### config.mk
export PLATFORM = sky130hd
export DESIGN_NAME = weekly_charge_window_table_unit_flat
export DESIGN_NICKNAME = d
export VERILOG_FILES = /design/src/rtl/wcw_pkg.sv /design/src/rtl/wcw_if.sv /design/src/rtl/weekly_charge_window_table_unit.sv /design/src/rtl/wcw_div60.sv /design/src/flat_wrapper.sv
export SDC_FILE = /design/constraint.sdc
export NUM_CORES = 1
export LEC_CHECK = 0
export BUFFER_PORTS_ARGS = -buffer_cell sky130_fd_sc_hd__buf_2
export CAP_MARGIN = 40
export CELL_PAD_IN_SITES_DETAIL_PLACEMENT = 2
export CELL_PAD_IN_SITES_GLOBAL_PLACEMENT = 2
export CORE_AREA = 8 8 261 263
export CTS_CLUSTER_DIAMETER = 200
export DETAILED_ROUTE_END_ITERATION = 7
export DIE_AREA = 0 0 269 271
export PLACE_DENSITY = 0.8
export SLEW_MARGIN = 15
export SYNTH_ARGS = -nofsm -noshare
export SYNTH_HDL_FRONTEND = slang
export SYNTH_SLANG_ARGS = --single-unit
export TNS_END_PERCENT = 20
### constraint.sdc
create_clock -name clk -period 17.3 [get_ports clk]
set_clock_uncertainty 0.05 [all_clocks]
set_input_delay 0.865 -clock clk [delete_from_list [all_inputs] [get_ports clk]]
set_output_delay 0.865 -clock clk [all_outputs]
set_load 0.05 [all_outputs]
### src/rtl/wcw_pkg.sv
`timescale 1ns / 1ps
`default_nettype none
// ----------------------------------------------------------------------------
// Weekly charge window table package
// Shared widths, command and status codes, item types and the time field check.
// ----------------------------------------------------------------------------
package wcw_pkg;

    // Table geometry and field widths.
    localparam int DAYS      = 7;
    localparam int DAY_IDX_W = $clog2(DAYS);
    localparam int DAY_W     = 3;
    localparam int COUNT_W   = 17;
    localparam int HOUR_W    = 5;
    localparam int MS_W      = 6;

    // Limits of the time fields.
    localparam logic [HOUR_W-1:0] HOUR_MAX   = 5'd23;
    localparam logic [MS_W-1:0]   MINSEC_MAX = 6'd59;

    // Reciprocal of sixty: (x * RECIP_60) >> RECIP_SHIFT equals x / 60 for
    // every dividend of COUNT_W bits.
    localparam int                 RECIP_W     = 18;
    localparam int                 RECIP_SHIFT = 23;
    localparam logic [RECIP_W-1:0] RECIP_60    = 18'd139811;
    localparam int                 PROD_W      = COUNT_W + RECIP_W;

    // Command codes.
    localparam logic [1:0] CMD_WRITE = 2'd0;
    localparam logic [1:0] CMD_READ  = 2'd1;
    localparam logic [1:0] CMD_CHECK = 2'd2;
    localparam logic [1:0] CMD_NONE  = 2'd3;

    // Status codes.
    localparam logic [1:0] ST_OK       = 2'd0;
    localparam logic [1:0] ST_DAY_ERR  = 2'd1;
    localparam logic [1:0] ST_TIME_ERR = 2'd2;

    // One input item.
    typedef struct packed {
        logic [1:0]        command;
        logic [DAY_W-1:0]  day_index;
        logic [HOUR_W-1:0] start_hour;
        logic [MS_W-1:0]   start_minute;
        logic [MS_W-1:0]   start_second;
        logic [HOUR_W-1:0] end_hour;
        logic [MS_W-1:0]   end_minute;
        logic [MS_W-1:0]   end_second;
        logic [HOUR_W-1:0] now_hour;
        logic [MS_W-1:0]   now_minute;
        logic [MS_W-1:0]   now_second;
        logic              clock_lost;
    } wcw_req_t;

    // One result item.
    typedef struct packed {
        logic [HOUR_W-1:0]  read_start_hour;
        logic [MS_W-1:0]    read_start_minute;
        logic [MS_W-1:0]    read_start_second;
        logic [HOUR_W-1:0]  read_end_hour;
        logic [MS_W-1:0]    read_end_minute;
        logic [MS_W-1:0]    read_end_second;
        logic [COUNT_W-1:0] read_start_count;
        logic [COUNT_W-1:0] read_end_count;
        logic               charge_allowed;
        logic [1:0]         status;
    } wcw_rsp_t;

    // Request to and response from the divide-by-sixty unit.
    typedef struct packed {
        logic               start;
        logic [COUNT_W-1:0] dividend;
    } div_req_t;

    typedef struct packed {
        logic               done;
        logic [COUNT_W-1:0] quot;
        logic [MS_W-1:0]    rem;
    } div_rsp_t;

    // True when an hour:minute:second triple is a legal time of day.
    function automatic logic time_ok(
        input logic [HOUR_W-1:0] h,
        input logic [MS_W-1:0]   m,
        input logic [MS_W-1:0]   s
    );
        return (h <= HOUR_MAX) && (m <= MINSEC_MAX) && (s <= MINSEC_MAX);
    endfunction

endpackage
`default_nettype wire

### src/rtl/wcw_if.sv
`timescale 1ns / 1ps
`default_nettype none
// ----------------------------------------------------------------------------
// Weekly charge window table channels
// Valid/ready channels for command items and result items.
// ----------------------------------------------------------------------------
interface wcw_req_if import wcw_pkg::*; ();
    logic     valid;
    logic     ready;
    wcw_req_t data;

    modport source (output valid, output data, input ready);
    modport sink   (input valid, input data, output ready);
endinterface

interface wcw_rsp_if import wcw_pkg::*; ();
    logic     valid;
    logic     ready;
    wcw_rsp_t data;

    modport source (output valid, output data, input ready);
    modport sink   (input valid, input data, output ready);
endinterface
`default_nettype wire

### src/rtl/weekly_charge_window_table_unit.sv
`timescale 1ns / 1ps
`default_nettype none
// ----------------------------------------------------------------------------
// Weekly charge window table
// Per-weekday charging windows with write, read and charge check commands.
// ----------------------------------------------------------------------------
// Usage:
// Command items enter on the request channel and each gives exactly one
// result item on the result channel. The block works on one item at a time:
// request.ready is high only while it is idle, and stays low until the result
// item has been taken. After the accepting edge, a write passes through a
// decode step and six digit steps of the shared multiply-by-sixty adder before
// its result item is valid. A check takes decode, three digit steps and one
// compare. A read takes decode and four divisions by sixty in the shared
// reciprocal unit, each a launch and a collect step. Errors, a lost clock and
// unused commands answer straight from the decode step. request.ready returns
// the cycle after the result item is taken. Reset clears all windows to zero,
// so no day allows charging until a window is written. When the receiver
// stalls, the result item waits in its register and no new item is taken.
// ----------------------------------------------------------------------------
module weekly_charge_window_table_unit import wcw_pkg::*; (
    input  wire logic  clk,
    input  wire logic  rst_n,
    wcw_req_if.sink    request,
    wcw_rsp_if.source  result
);

    localparam logic [2:0] S_IDLE       = 3'd0;
    localparam logic [2:0] S_DECODE     = 3'd1;
    localparam logic [2:0] S_COMPOSE    = 3'd2;
    localparam logic [2:0] S_SPLIT_GO   = 3'd3;
    localparam logic [2:0] S_SPLIT_WAIT = 3'd4;
    localparam logic [2:0] S_CHECK      = 3'd5;
    localparam logic [2:0] S_OUT        = 3'd6;

    localparam logic [DAY_W:0] DAY_LIMIT = (DAY_W + 1)'(DAYS);

    logic [2:0]         state_reg, state_next;
    logic [2:0]         step_reg, step_next;
    wcw_req_t           item_reg, item_next;
    wcw_rsp_t           res_reg, res_next;
    logic [COUNT_W-1:0] acc_reg, acc_next;
    logic [COUNT_W-1:0] start_tbl_reg [DAYS];
    logic [COUNT_W-1:0] end_tbl_reg [DAYS];
    logic               start_we;
    logic               end_we;
    logic [DAY_IDX_W-1:0] idx;
    logic               day_ok;
    logic [MS_W-1:0]    digit;
    logic [COUNT_W-1:0] acc_x60;
    logic [COUNT_W-1:0] win_start;
    logic [COUNT_W-1:0] win_end;
    logic               allow;
    div_req_t           div_req;
    div_rsp_t           div_rsp;

    // Shared divide-by-sixty unit.
    wcw_div60 u_div60 (
        .clk   (clk),
        .rst_n (rst_n),
        .req   (div_req),
        .rsp   (div_rsp)
    );

    assign idx       = item_reg.day_index[DAY_IDX_W-1:0];
    assign day_ok    = ({1'b0, item_reg.day_index} < DAY_LIMIT);
    assign win_start = start_tbl_reg[idx];
    assign win_end   = end_tbl_reg[idx];

    // Multiply by sixty as 64x - 4x; the true product always fits.
    assign acc_x60 = {acc_reg[COUNT_W-7:0], 6'b0} - {acc_reg[COUNT_W-3:0], 2'b0};

    // Time digit for the current compose step.
    always_comb
    begin
        digit = '0;
        if (item_reg.command == CMD_WRITE)
        begin
            unique case (step_reg)
                3'd0:    digit = {1'b0, item_reg.start_hour};
                3'd1:    digit = item_reg.start_minute;
                3'd2:    digit = item_reg.start_second;
                3'd3:    digit = {1'b0, item_reg.end_hour};
                3'd4:    digit = item_reg.end_minute;
                3'd5:    digit = item_reg.end_second;
                default: digit = '0;
            endcase
        end
        else
        begin
            unique case (step_reg)
                3'd0:    digit = {1'b0, item_reg.now_hour};
                3'd1:    digit = item_reg.now_minute;
                default: digit = item_reg.now_second;
            endcase
        end
    end

    // Window test, with wrap past midnight when start lies after end.
    always_comb
    begin
        allow = 1'b0;
        if (win_start < win_end)
        begin
            allow = (acc_reg >= win_start) && (acc_reg < win_end);
        end
        else if (win_start > win_end)
        begin
            allow = (acc_reg >= win_start) || (acc_reg < win_end);
        end
    end

    // Command sequencer.
    always_comb
    begin
        state_next       = state_reg;
        step_next        = step_reg;
        item_next        = item_reg;
        res_next         = res_reg;
        acc_next         = acc_reg;
        start_we         = 1'b0;
        end_we           = 1'b0;
        div_req.start    = 1'b0;
        div_req.dividend = acc_reg;

        unique case (state_reg)
            S_IDLE:
            begin
                if (request.valid)
                begin
                    item_next  = request.data;
                    state_next = S_DECODE;
                end
            end

            S_DECODE:
            begin
                res_next   = '0;
                step_next  = '0;
                state_next = S_OUT;
                unique case (item_reg.command)
                    CMD_WRITE:
                    begin
                        if (!day_ok)
                        begin
                            res_next.status = ST_DAY_ERR;
                        end
                        else if (!time_ok(item_reg.start_hour, item_reg.start_minute,
                                          item_reg.start_second) ||
                                 !time_ok(item_reg.end_hour, item_reg.end_minute,
                                          item_reg.end_second))
                        begin
                            res_next.status = ST_TIME_ERR;
                        end
                        else
                        begin
                            state_next = S_COMPOSE;
                        end
                    end
                    CMD_READ:
                    begin
                        if (!day_ok)
                        begin
                            res_next.status = ST_DAY_ERR;
                        end
                        else
                        begin
                            res_next.read_start_count = win_start;
                            res_next.read_end_count   = win_end;
                            state_next                = S_SPLIT_GO;
                        end
                    end
                    CMD_CHECK:
                    begin
                        if (item_reg.clock_lost)
                        begin
                            res_next.status = ST_OK;
                        end
                        else if (!day_ok)
                        begin
                            res_next.status = ST_DAY_ERR;
                        end
                        else if (!time_ok(item_reg.now_hour, item_reg.now_minute,
                                          item_reg.now_second))
                        begin
                            res_next.status = ST_TIME_ERR;
                        end
                        else
                        begin
                            state_next = S_COMPOSE;
                        end
                    end
                    CMD_NONE:
                    begin
                        res_next.status = ST_OK;
                    end
                endcase
            end

            // One digit per cycle: acc = acc * 60 + digit, restarting at each hour.
            S_COMPOSE:
            begin
                if ((step_reg == 3'd0) || (step_reg == 3'd3))
                begin
                    acc_next = COUNT_W'(digit);
                end
                else
                begin
                    acc_next = acc_x60 + COUNT_W'(digit);
                end
                step_next = step_reg + 1'b1;
                if (item_reg.command == CMD_WRITE)
                begin
                    if (step_reg == 3'd2)
                    begin
                        start_we = 1'b1;
                    end
                    if (step_reg == 3'd5)
                    begin
                        end_we     = 1'b1;
                        state_next = S_OUT;
                    end
                end
                else if (step_reg == 3'd2)
                begin
                    state_next = S_CHECK;
                end
            end

            // Launch a division: each stored count, then its quotient.
            S_SPLIT_GO:
            begin
                div_req.start = 1'b1;
                if (step_reg == 3'd0)
                begin
                    div_req.dividend = win_start;
                end
                else if (step_reg == 3'd2)
                begin
                    div_req.dividend = win_end;
                end
                state_next = S_SPLIT_WAIT;
            end

            S_SPLIT_WAIT:
            begin
                if (div_rsp.done)
                begin
                    acc_next  = div_rsp.quot;
                    step_next = step_reg + 1'b1;
                    unique case (step_reg)
                        3'd0:
                        begin
                            res_next.read_start_second = div_rsp.rem;
                        end
                        3'd1:
                        begin
                            res_next.read_start_minute = div_rsp.rem;
                            res_next.read_start_hour   = div_rsp.quot[HOUR_W-1:0];
                        end
                        3'd2:
                        begin
                            res_next.read_end_second = div_rsp.rem;
                        end
                        default:
                        begin
                            res_next.read_end_minute = div_rsp.rem;
                            res_next.read_end_hour   = div_rsp.quot[HOUR_W-1:0];
                        end
                    endcase
                    state_next = (step_reg == 3'd3) ? S_OUT : S_SPLIT_GO;
                end
            end

            S_CHECK:
            begin
                res_next.charge_allowed = allow;
                state_next              = S_OUT;
            end

            S_OUT:
            begin
                if (result.ready)
                begin
                    state_next = S_IDLE;
                end
            end

            default:
            begin
                state_next = S_IDLE;
            end
        endcase
    end

    // Control state and the window tables.
    always_ff @(posedge clk or negedge rst_n)
    begin
        if (!rst_n)
        begin
            state_reg <= S_IDLE;
            step_reg  <= '0;
            for (int i = 0; i < DAYS; i++)
            begin
                start_tbl_reg[i] <= '0;
                end_tbl_reg[i]   <= '0;
            end
        end
        else
        begin
            state_reg <= state_next;
            step_reg  <= step_next;
            if (start_we)
            begin
                start_tbl_reg[idx] <= acc_next;
            end
            if (end_we)
            begin
                end_tbl_reg[idx] <= acc_next;
            end
        end
    end

    // Item, working value and result registers.
    always_ff @(posedge clk)
    begin
        item_reg <= item_next;
        res_reg  <= res_next;
        acc_reg  <= acc_next;
    end

    assign request.ready = (state_reg == S_IDLE);
    assign result.valid  = (state_reg == S_OUT);
    assign result.data   = res_reg;

`ifndef SYNTHESIS
    // The block never takes an item while a result item is pending.
    assert property (@(posedge clk) disable iff (!rst_n)
        !(request.ready && result.valid))
        else $error("request taken while a result item is pending");

    // A divider answer only arrives while the sequencer waits for it.
    assert property (@(posedge clk) disable iff (!rst_n)
        div_rsp.done |-> (state_reg == S_SPLIT_WAIT))
        else $error("divider finished outside of a read");

    // An accepted item is decoded in the next cycle.
    assert property (@(posedge clk) disable iff (!rst_n)
        (request.valid && request.ready) |=> (state_reg == S_DECODE))
        else $error("accepted item was not decoded");
`endif

endmodule
`default_nettype wire

### src/rtl/wcw_div60.sv
`timescale 1ns / 1ps
`default_nettype none
// ----------------------------------------------------------------------------
// Divide by sixty
// Quotient and remainder by sixty through a reciprocal multiplication,
// registered in the cycle after the start request.
// ----------------------------------------------------------------------------
module wcw_div60 import wcw_pkg::*; (
    input  wire logic     clk,
    input  wire logic     rst_n,
    input  wire div_req_t req,
    output div_rsp_t      rsp
);

    logic                 done_reg, done_next;
    logic [COUNT_W-1:0]   quot_reg, quot_next;
    logic [MS_W-1:0]      rem_reg, rem_next;
    logic [PROD_W-1:0]    product;
    logic [COUNT_W-1:0]   quot;
    logic [MS_W-1:0]      rem;

    // Quotient from the scaled reciprocal.
    assign product = PROD_W'(req.dividend) * PROD_W'(RECIP_60);
    assign quot    = COUNT_W'(product[PROD_W-1:RECIP_SHIFT]);

    // The remainder is below 64, so it is x - 60q taken modulo 64, which
    // equals x + 4q modulo 64.
    assign rem = req.dividend[MS_W-1:0] + {quot[MS_W-3:0], 2'b00};

    always_comb
    begin
        done_next = req.start;
        quot_next = quot_reg;
        rem_next  = rem_reg;
        if (req.start)
        begin
            quot_next = quot;
            rem_next  = rem;
        end
    end

    // Control state.
    always_ff @(posedge clk or negedge rst_n)
    begin
        if (!rst_n)
        begin
            done_reg <= 1'b0;
        end
        else
        begin
            done_reg <= done_next;
        end
    end

    // Quotient and remainder.
    always_ff @(posedge clk)
    begin
        quot_reg <= quot_next;
        rem_reg  <= rem_next;
    end

    assign rsp.done = done_reg;
    assign rsp.quot = quot_reg;
    assign rsp.rem  = rem_reg;

endmodule
`default_nettype wire
### src/flat_wrapper.sv
// flat-port wrapper written by rule: the top's interface ports become plain ports
module weekly_charge_window_table_unit_flat import wcw_pkg::*;
  (clk, rst_n, request_valid, request_data, request_ready, result_valid, result_data, result_ready);
  wcw_req_if request_i ();
  wcw_rsp_if result_i ();
  input  wire logic clk;
  input  wire logic rst_n;
  input wire logic [$bits(request_i.valid)-1:0] request_valid;
  input wire logic [$bits(request_i.data)-1:0] request_data;
  output wire logic [$bits(request_i.ready)-1:0] request_ready;
  output wire logic [$bits(result_i.valid)-1:0] result_valid;
  output wire logic [$bits(result_i.data)-1:0] result_data;
  input wire logic [$bits(result_i.ready)-1:0] result_ready;
  assign request_i.valid = request_valid;
  assign request_i.data = request_data;
  assign request_ready = request_i.ready;
  assign result_valid = result_i.valid;
  assign result_data = result_i.data;
  assign result_i.ready = result_ready;
  weekly_charge_window_table_unit u_core (.clk(clk), .rst_n(rst_n), .request(request_i), .result(result_i));
endmodule
==> results.sh, run 1 <==
export IMPL_clock_latency_ns=0.59
export IMPL_tightest_slew_ns=0.8755
export IMPL_worstPathRequired_ns=17.58
export IMPL_htree_levels=2
export IMPL_worst_slack_ns=7.651
export IMPL_cts_setup_buffers=0
export IMPL_cts_made_buffers=48
export IMPL_critPathSlowestCell="a2111oi_0"
export IMPL_hp_class="input port to asynchronous set/reset pin"
export IMPL_ys_warn_count=0
export IMPL_grt_pass1_vias=20860
export IMPL_max_clock_path_buffers=3
export IMPL_io_buffers=133
export IMPL_routabilityCongestion=0.8956
export IMPL_fp_dieW_um=269
export IMPL_nets=2618
export IMPL_cts_root_buf="clkbuf_16"
export IMPL_final_cell_mix="nand2_1, dfrtp_1, o21ai_0"
export IMPL_syn_area_per_cell_um2=10.36
export IMPL_clk_pin_slew_ns=0.06
export IMPL_yosys_most_used_dff="dfrtp_1"
export IMPL_io_pins=134
export IMPL_dp_hpwl_mm=63.75
export IMPL_final_common_cell="nand2_1"
export IMPL_fp_dieArea_mm2=0.07290
export IMPL_antenna_found_initial=3
export IMPL_num_vias=18550
export IMPL_synthCells=2191
export IMPL_cp_arrival_ns=9.93
export IMPL_drtIter0Drc=1189
export IMPL_crit_path_frequent_cell="inv_1"
export IMPL_area_delta_synth_final_pct=15.37
export IMPL_synth_adder_area_share_pct=13.74
export IMPL_wl_met2_mm=42.08
export IMPL_drcViolationCount=0
export IMPL_synth_top_family_by_area="compound AO/OA/AOI/OAI gates"
export IMPL_grtUsageTotal_pct=23.68
export IMPL_cts_tree="yes"
export IMPL_grt_pass1_wl_mm=132.4
export IMPL_multi_input_area_mm2=0.01075
export IMPL_regArea_mm2=0.01086
export IMPL_crit_path_max_fanout=46
export IMPL_final_core_utilization_pct=40.99
export IMPL_fin_crit_sh_pct=55.77
export IMPL_ant_nets=0
export IMPL_period_needed_ns=9.649
export IMPL_start_util_pct=35.53
export IMPL_synth_seq_area_share_pct=47.83
export IMPL_grt_overflow=0
export IMPL_synthMuxAreaShare_pct=4.884
export IMPL_highest_layer="met5"
export IMPL_drv_cap=0
export IMPL_rows=93
export IMPL_syn_nets=2479
export IMPL_synth_simple_area_share_pct=11.29
export IMPL_synth_cell_types=73
export IMPL_max_freq_mhz=103.6
export IMPL_synthArstFlopShare_pct=60.05
export IMPL_drive_gt1_share_pct=14.99
export IMPL_status="finished clean"
export IMPL_avgRoutedWirePerCell_um=26.99
export IMPL_synth_area_mm2=0.02270
export IMPL_cp_end_kind="register"
export IMPL_synth_ff_latch_count=408
export IMPL_n_antenna_cell=0
export IMPL_fill_cells=6711
export IMPL_critPathMaxStageDelay_ns=0.67
export IMPL_die_h_um=271
export IMPL_fin_tns_setup_ns=0
export IMPL_wl_met1_mm=37.71
export IMPL_cts_hold_buf=0
export IMPL_core_mm2=0.06388
export IMPL_dr_pass1_iters=5
export IMPL_numClockSinks=408
export IMPL_setup_viol=0
export IMPL_crit_type="register to register"
export IMPL_cts_resized=0
export IMPL_wirelength_mm=86.98
export IMPL_synth_xor_area_share_pct=0.7331
export IMPL_grt_max_degree=104
export IMPL_hold_violations=0
export IMPL_startpoint_type="register"
export IMPL_hold_worst_slack_ns=0.2597
export IMPL_drt_vias_per_instance=5.755
export IMPL_synth_edf_count=146
export IMPL_slew_headroom_pct=41.56
export IMPL_slew_violations=0
export IMPL_rsz0062_at_grt="no"
export IMPL_wl_met3_mm=4.109
export IMPL_place_ws_ns=7.889
export IMPL_synth_compound_area_share_pct=16.53
## critical path, delay by kind of cell, from the launching register on
family / cells / cell delay (ns)
buffers and inverters: 10 / 2.05
and+or+nand+nor: 4 / 0.78
AOI/OAI and AO/OA: 8 / 2.62
xor gates and xnor gates: 3 / 0.57
adders and majority gates: 7 / 2.93
DFF: 1 / 0.32
## layer usage
metal  track usage (%)  vias to the layer above
met3             3.438                      156
met2             39.46                      530
met5                 0                        -
met1             30.97                     9738
met4             8.555                        2
li1                  -                     8122
## kinds of logic (layout without fill, tap and decap cells)
group | after synthesis | count (layout)
AOI/OAI and AO/OA | 593 | 593
xor gates and xnor gates | 19 | 19
adders and majority gates | 227 | 227
buffers and inverters | 289 | 466
DFF | 408 | 408
muxes | 88 | 88
and+or+nand+nor | 567 | 567
## path summary, 6_finish.rpt
kind                       slack, ns  cells after the start                    from                         to
max reg2reg                     7.65                     32           u_core.idx[0]  u_core.u_div60.rem_reg[5]
min in group clk                0.39                      1         request_data[8]         u_core.item_reg[8]
min reg2reg                     0.43                      2  u_core.end_tbl_reg[98]     u_core.end_tbl_reg[98]
max                             7.65                     32           u_core.idx[0]  u_core.u_div60.rem_reg[5]
min                             0.26                      1                   rst_n   u_core.start_tbl_reg[79]
max in group asynchronous      15.64                      3                   rst_n     u_core.end_tbl_reg[16]
## stage by stage
stage                     cell area (um2)  std cells
after floorplan                     22700       2191
after global placement              24470       3119
after detailed placement            24640       3132
after CTS                           26140       3220
after global routing                26190       3223
final                               26190       3223
## synth_stat cells (4+ instances only)
cell      instances  area (um2)
nand2_1         247       927.1
dfrtp_1         245        6131
o21ai_0         226        1131
ha_1            190        2377
inv_1           163       611.8
edfxtp_1        146        4384
nor2_1          137       514.2
a21oi_1         101       505.5
clkbuf_1         86       322.8
mux2i_1          41       410.4
fa_1             37       740.7
a21o_1           35       262.8
a211oi_1         32       240.2
buf_2            31       155.2
mux2_2           31       349.1
nand3_1          31       155.2
a22oi_1          29       217.7
nor2b_1          24       150.1
a211o_1          22       192.7
nand4_1          21       131.4
nor3_1           21       105.1
a221oi_1         19       166.4
and2_1           19       118.9
nor4_1           19       118.9
a31oi_1          17       106.4
dfxtp_1          17       340.3
o21a_1           16       120.1
mux4_2           15       337.8
o211ai_1         15       112.6
and3_1           12       75.07
o22ai_1          10       62.56
xnor2_1          10       87.58
a22o_1            9       78.83
nand2b_1          9       56.30
xor2_1            9       78.83
nand3b_1          8       60.06
o22a_1            7       61.31
a32o_1            6       60.06
buf_1             6       22.52
o21bai_1          6       45.04
o31ai_1           6       45.04
a311oi_1          5       43.79
or2_2             5       31.28
a221o_1           4       40.04
## area by class of cell
type	count	share of cell area (%)
well taps	855	4.085
multi-input cells	1494	41.05
flip-flops and latches	408	41.45
clock inverters	19	0.5208
repair buffers	215	5.351
clock buffers	69	5.199
inverters	163	2.336
Power of run 1 is left out: the tool's default activity adds up to more than one toggle a clock period on the data nets, which glitch-free logic cannot reach.
==> run 2: changes to the inputs <==
- PLACE_DENSITY: 0.8 -> 0.83
- clock period: 17.3 -> 8.85 ns (I/O delays scaled with it)
==> run 2 against run 1 <==
Effect of this change: via count increased by 2.7%; worst hold slack got worse by 0.23 ns; die area unchanged; global-route usage increased by 1.1 points; final cell count increased by 2.6%; critical path type unchanged; largest cell class unchanged.
==> results.sh, run 2 (same netlist as run 1, synthesis figures left out) <==
export IMPL_cts_made_buffers=49
export IMPL_period_needed_ns=8.473
export IMPL_worst_path_buf_inv=8
export IMPL_grt_pass1_wl_mm=138.3
export IMPL_dr_pass1_iters=5
export IMPL_numClockSinks=408
export IMPL_rsz0062_at_grt="no"
export IMPL_drive_gt1_share_pct=15.99
export IMPL_routabilityCongestion=0.9027
export IMPL_final_common_cell="nand2_1"
export IMPL_fin_tns_setup_ns=0
export IMPL_drv_cap=0
export IMPL_max_freq_mhz=118.0
export IMPL_max_clock_path_buffers=3
export IMPL_die_h_um=271
export IMPL_slew_violations=0
export IMPL_avgRoutedWirePerCell_um=27.63
export IMPL_grt_max_degree=98
export IMPL_worst_slack_ns=0.3775
export IMPL_drcViolationCount=0
export IMPL_cp_arrival_ns=8.78
export IMPL_core_mm2=0.06388
export IMPL_fp_dieArea_mm2=0.07290
export IMPL_cts_tree="yes"
export IMPL_startpoint_type="register"
export IMPL_place_ws_ns=0.4132
export IMPL_fp_dieW_um=269
export IMPL_nets=2700
export IMPL_drtIter0Drc=1418
export IMPL_fill_cells=6576
export IMPL_worstPathRequired_ns=9.15
export IMPL_antenna_found_initial=5
export IMPL_wl_met2_mm=45.33
export IMPL_io_pins=134
export IMPL_slew_headroom_pct=37.56
export IMPL_grt_pass1_vias=21750
export IMPL_hp_class="input port to register"
export IMPL_wl_met3_mm=5.471
export IMPL_setup_viol=0
export IMPL_highest_layer="met5"
export IMPL_hold_violations=0
export IMPL_start_util_pct=35.53
export IMPL_final_cell_mix="nand2_1, dfrtp_1, o21ai_0"
export IMPL_wirelength_mm=91.41
export IMPL_crit_path_frequent_cell="inv_1"
export IMPL_crit_type="register to register"
export IMPL_htree_levels=2
export IMPL_cts_root_buf="clkbuf_16"
export IMPL_wl_met1_mm=37.18
export IMPL_rows=93
export IMPL_crit_path_max_fanout=28
export IMPL_ant_nets=0
export IMPL_critPathMaxStageDelay_ns=0.55
export IMPL_clock_latency_ns=0.61
export IMPL_critPathSlowestCell="fa_1"
export IMPL_grt_overflow=0
export IMPL_tightest_slew_ns=0.9268
export IMPL_num_vias=19050
export IMPL_dp_hpwl_mm=64.59
export IMPL_area_delta_synth_final_pct=19.68
export IMPL_cp_end_kind="register"
export IMPL_status="finished clean"
export IMPL_drt_vias_per_instance=5.759
export IMPL_fin_crit_sh_pct=95.73
export IMPL_critPathTopFamily="adder cells"
export IMPL_clk_pin_slew_ns=0.06
export IMPL_io_buffers=133
export IMPL_grtUsageTotal_pct=24.78
## run 2: area by class of cell
class	instances	area [um2]	area share, %
sequential	408	10860	39.96
multi-input combinational	1494	10770	39.63
timing repair buffer	296	2170	7.986
clock buffer	68	1409	5.186
tap	855	1070	3.938
inverter	163	611.8	2.252
clock inverter	23	281.5	1.036
antenna	1	2.502	0.009211
## run 2: timing repair
| action | 4_1_cts | 5_1_grt |
|---|---|---|
| hold endpoints to repair | 149 | 0 |
| resized for setup | 0 | 4 |
| endpoints found under the setup margin | 0 | 2 |
| buffers inserted | 0 | 0 |
| hold buffers | 55 | 0 |
## run 2: path summary, 6_finish.rpt
| path | startpoint | endpoint | slack [ns] | cells after the start |
|---|---|---|---|---|
| setup / recovery | u_core.idx[2] | u_core.u_div60.rem_reg[4] | 0.38 | 31 |
| hold reg to reg | u_core.end_tbl_reg[29] | u_core.end_tbl_reg[29] | 0.43 | 2 |
| min in group asynchronous | rst_n | u_core.start_tbl_reg[93] | 0.42 | 2 |
| hold / removal | request_data[52] | u_core.idx[0] | 0.03 | 1 |
| setup reg to reg | u_core.idx[2] | u_core.u_div60.rem_reg[4] | 0.38 | 31 |
| max in group asynchronous | rst_n | u_core.end_tbl_reg[50] | 7.03 | 4 |
## run 2: worst register-to-register path, delay by kind of cell (launching register included)
kind / cells / cell delay, ns
adders and majority gates: 8 / 3.47
AOI/OAI and AO/OA: 11 / 2.46
buffers and inverters: 8 / 1.11
DFF: 1 / 0.50
muxes: 1 / 0.30
xor gates and xnor gates: 1 / 0.16
and+or+nand+nor: 2 / 0.14
## run 2: layer usage
layer	track usage (%)	vias to the layer above
met3	4.237	194
met4	8.994	4
met2	42.59	622
met5	0	-
li1	-	8292
met1	30.88	9938
## run 2: stage by stage
step | area [um2] | instances | hold WS (ns) | util [%]
after floorplan | 22700 | 2191 | 0.09691 | -
after global placement | 24680 | 3146 | 0.4050 | 38.63
after detailed placement | 24830 | 3158 | 0.4190 | 38.87
after CTS | 27070 | 3304 | 0.01586 | 42.38
after global routing | 27170 | 3308 | 0.02008 | 42.53
final | 27170 | 3308 | 0.03261 | 42.53
Power of run 2 is left out for the same reason.
==> run 3: changes to the inputs <==
- PLACE_DENSITY: 0.83 -> 0.8
- clock period: 8.85 -> 9.9 ns (I/O delays scaled with it)
==> run 3 against run 2 <==
Effect of this change: maximum frequency shrank 6.7%; worst hold slack lost 0.0049 ns; core utilization shrank 0.73 points; design area shrank 1.7%; sequential cell count is the same; routed wire length shrank 2.8%.
==> results.sh, run 3 (same netlist as run 1, synthesis figures left out) <==
export IMPL_status="finished clean"
export IMPL_max_freq_mhz=110.1
export IMPL_n_antenna_cell=0
export IMPL_min_path_cells=1
export IMPL_cts_tree="yes"
export IMPL_die_h_um=271
export IMPL_core_mm2=0.06388
export IMPL_grt_pass1_vias=21320
export IMPL_clk_pin_slew_ns=0.07
export IMPL_final_cell_mix="nand2_1, dfrtp_1, o21ai_0"
export IMPL_worst_slack_ns=0.8205
export IMPL_tightest_slew_ns=0.9724
export IMPL_htree_levels=2
export IMPL_setup_viol=0
export IMPL_max_clock_path_buffers=3
export IMPL_hold_violations=0
export IMPL_drt_vias_per_instance=5.742
export IMPL_avgRoutedWirePerCell_um=27.26
export IMPL_worstPathRequired_ns=10.19
export IMPL_drv_cap=0
export IMPL_cts_made_buffers=48
export IMPL_place_area_mm2=0.02469
export IMPL_crit_type="register to register"
export IMPL_critPathTopFamily="adder cells"
export IMPL_place_inst=3135
export IMPL_drcViolationCount=0
export IMPL_numClockSinks=408
export IMPL_start_util_pct=35.53
export IMPL_antenna_found_initial=2
export IMPL_critPathMaxStageDelay_ns=0.76
export IMPL_routabilityCongestion=0.9394
export IMPL_reg2reg_depth=31
export IMPL_fill_cells=6732
export IMPL_final_area_mm2=0.02670
export IMPL_rows=93
export IMPL_slew_violations=0
export IMPL_cp_depth=31
export IMPL_final_common_cell="nand2_1"
export IMPL_io_buffers=133
export IMPL_grt_overflow=0
export IMPL_fin_crit_sh_pct=91.71
export IMPL_crit_path_frequent_cell="inv_1"
export IMPL_fp_dieArea_mm2=0.07290
export IMPL_grt_pass1_wl_mm=136.0
export IMPL_io_pins=134
export IMPL_fp_dieW_um=269
export IMPL_wirelength_mm=88.88
export IMPL_crit_path_max_fanout=61
export IMPL_nets=2655
export IMPL_num_vias=18720
export IMPL_period_needed_ns=9.079
export IMPL_ant_nets=0
export IMPL_place_ws_ns=1.029
export IMPL_grt_max_degree=87
export IMPL_cp_arrival_ns=9.37
export IMPL_slew_headroom_pct=34.78
export IMPL_worst_path_buf_inv=8
export IMPL_critPathSlowestCell="edfxtp_1"
export IMPL_cp_end_kind="register"
export IMPL_cts_root_buf="clkbuf_16"
export IMPL_startpoint_type="register"
export IMPL_drtIter0Drc=1275
export IMPL_dp_hpwl_mm=63.24
export IMPL_grtUsageTotal_pct=24.31
export IMPL_drive_gt1_share_pct=15.34
export IMPL_hp_class="input port to register"
export IMPL_fin_tns_setup_ns=0
export IMPL_rsz0062_at_grt="no"
export IMPL_dr_pass1_iters=5
export IMPL_clock_latency_ns=0.61
export IMPL_final_cells=3260
export IMPL_area_delta_synth_final_pct=17.64
-- run 3: cell types whose count changed in the layout (fill, tap and decap cells not counted), sizes merged, moves of 3 or more --
cell	before	now
buf	241	220
clkbuf	68	65
clkinv	12	17
dlygate4sd3	55	32
inv	168	163
-- run 3: metrics by stage --
stage | hold slack [ns] | utilization (%)
floorplan | 0.1494 | -
global placement | 0.4066 | 38.39
detailed placement | 0.4195 | 38.65
CTS | 0.00002398 | 41.68
global route | 0.009819 | 41.80
finish | 0.02768 | 41.80
-- run 3: worst paths after layout --
kind | end | slack [ns] | startpoint
setup / recovery | u_core.u_div60.rem_reg[5] | 0.82 | u_core.idx[1]
hold / removal | u_core.item_reg[17] | 0.03 | request_data[17]
setup reg to reg | u_core.u_div60.rem_reg[5] | 0.82 | u_core.idx[1]
hold reg to reg | u_core.start_tbl_reg[114] | 0.43 | u_core.start_tbl_reg[114]
max in group asynchronous | u_core.end_tbl_reg[49] | 7.99 | rst_n
min in group asynchronous | u_core.start_tbl_reg[113] | 0.43 | rst_n
-- run 3: repair_timing --
action	in CTS	in global routing
hold buffers	31	1
resized for setup	0	0
hold endpoints to repair	114	1
setup buffers	0	0
-- run 3: cell type report --
class / count / area, um2 / area share (%)
clock buffers: 65 / 1366 / 5.117
clock inverters: 23 / 265.3 / 0.9934
inverters: 163 / 611.8 / 2.291
multi-input cells: 1494 / 10760 / 40.28
flip-flops and latches: 408 / 10860 / 40.65
well taps: 855 / 1070 / 4.006
repair buffers: 252 / 1777 / 6.654
-- run 3: layer usage --
metal  vias to the layer above  global-route usage [%]  wire, um
met5                         -                       0        13
met4                         2                   8.173      2839
met3                       151                   3.320      3985
met2                       522                   41.82     44220
met1                      9836                   31.05     37830
li1                       8208                       -         -
Power of run 3 is left out for the same reason.
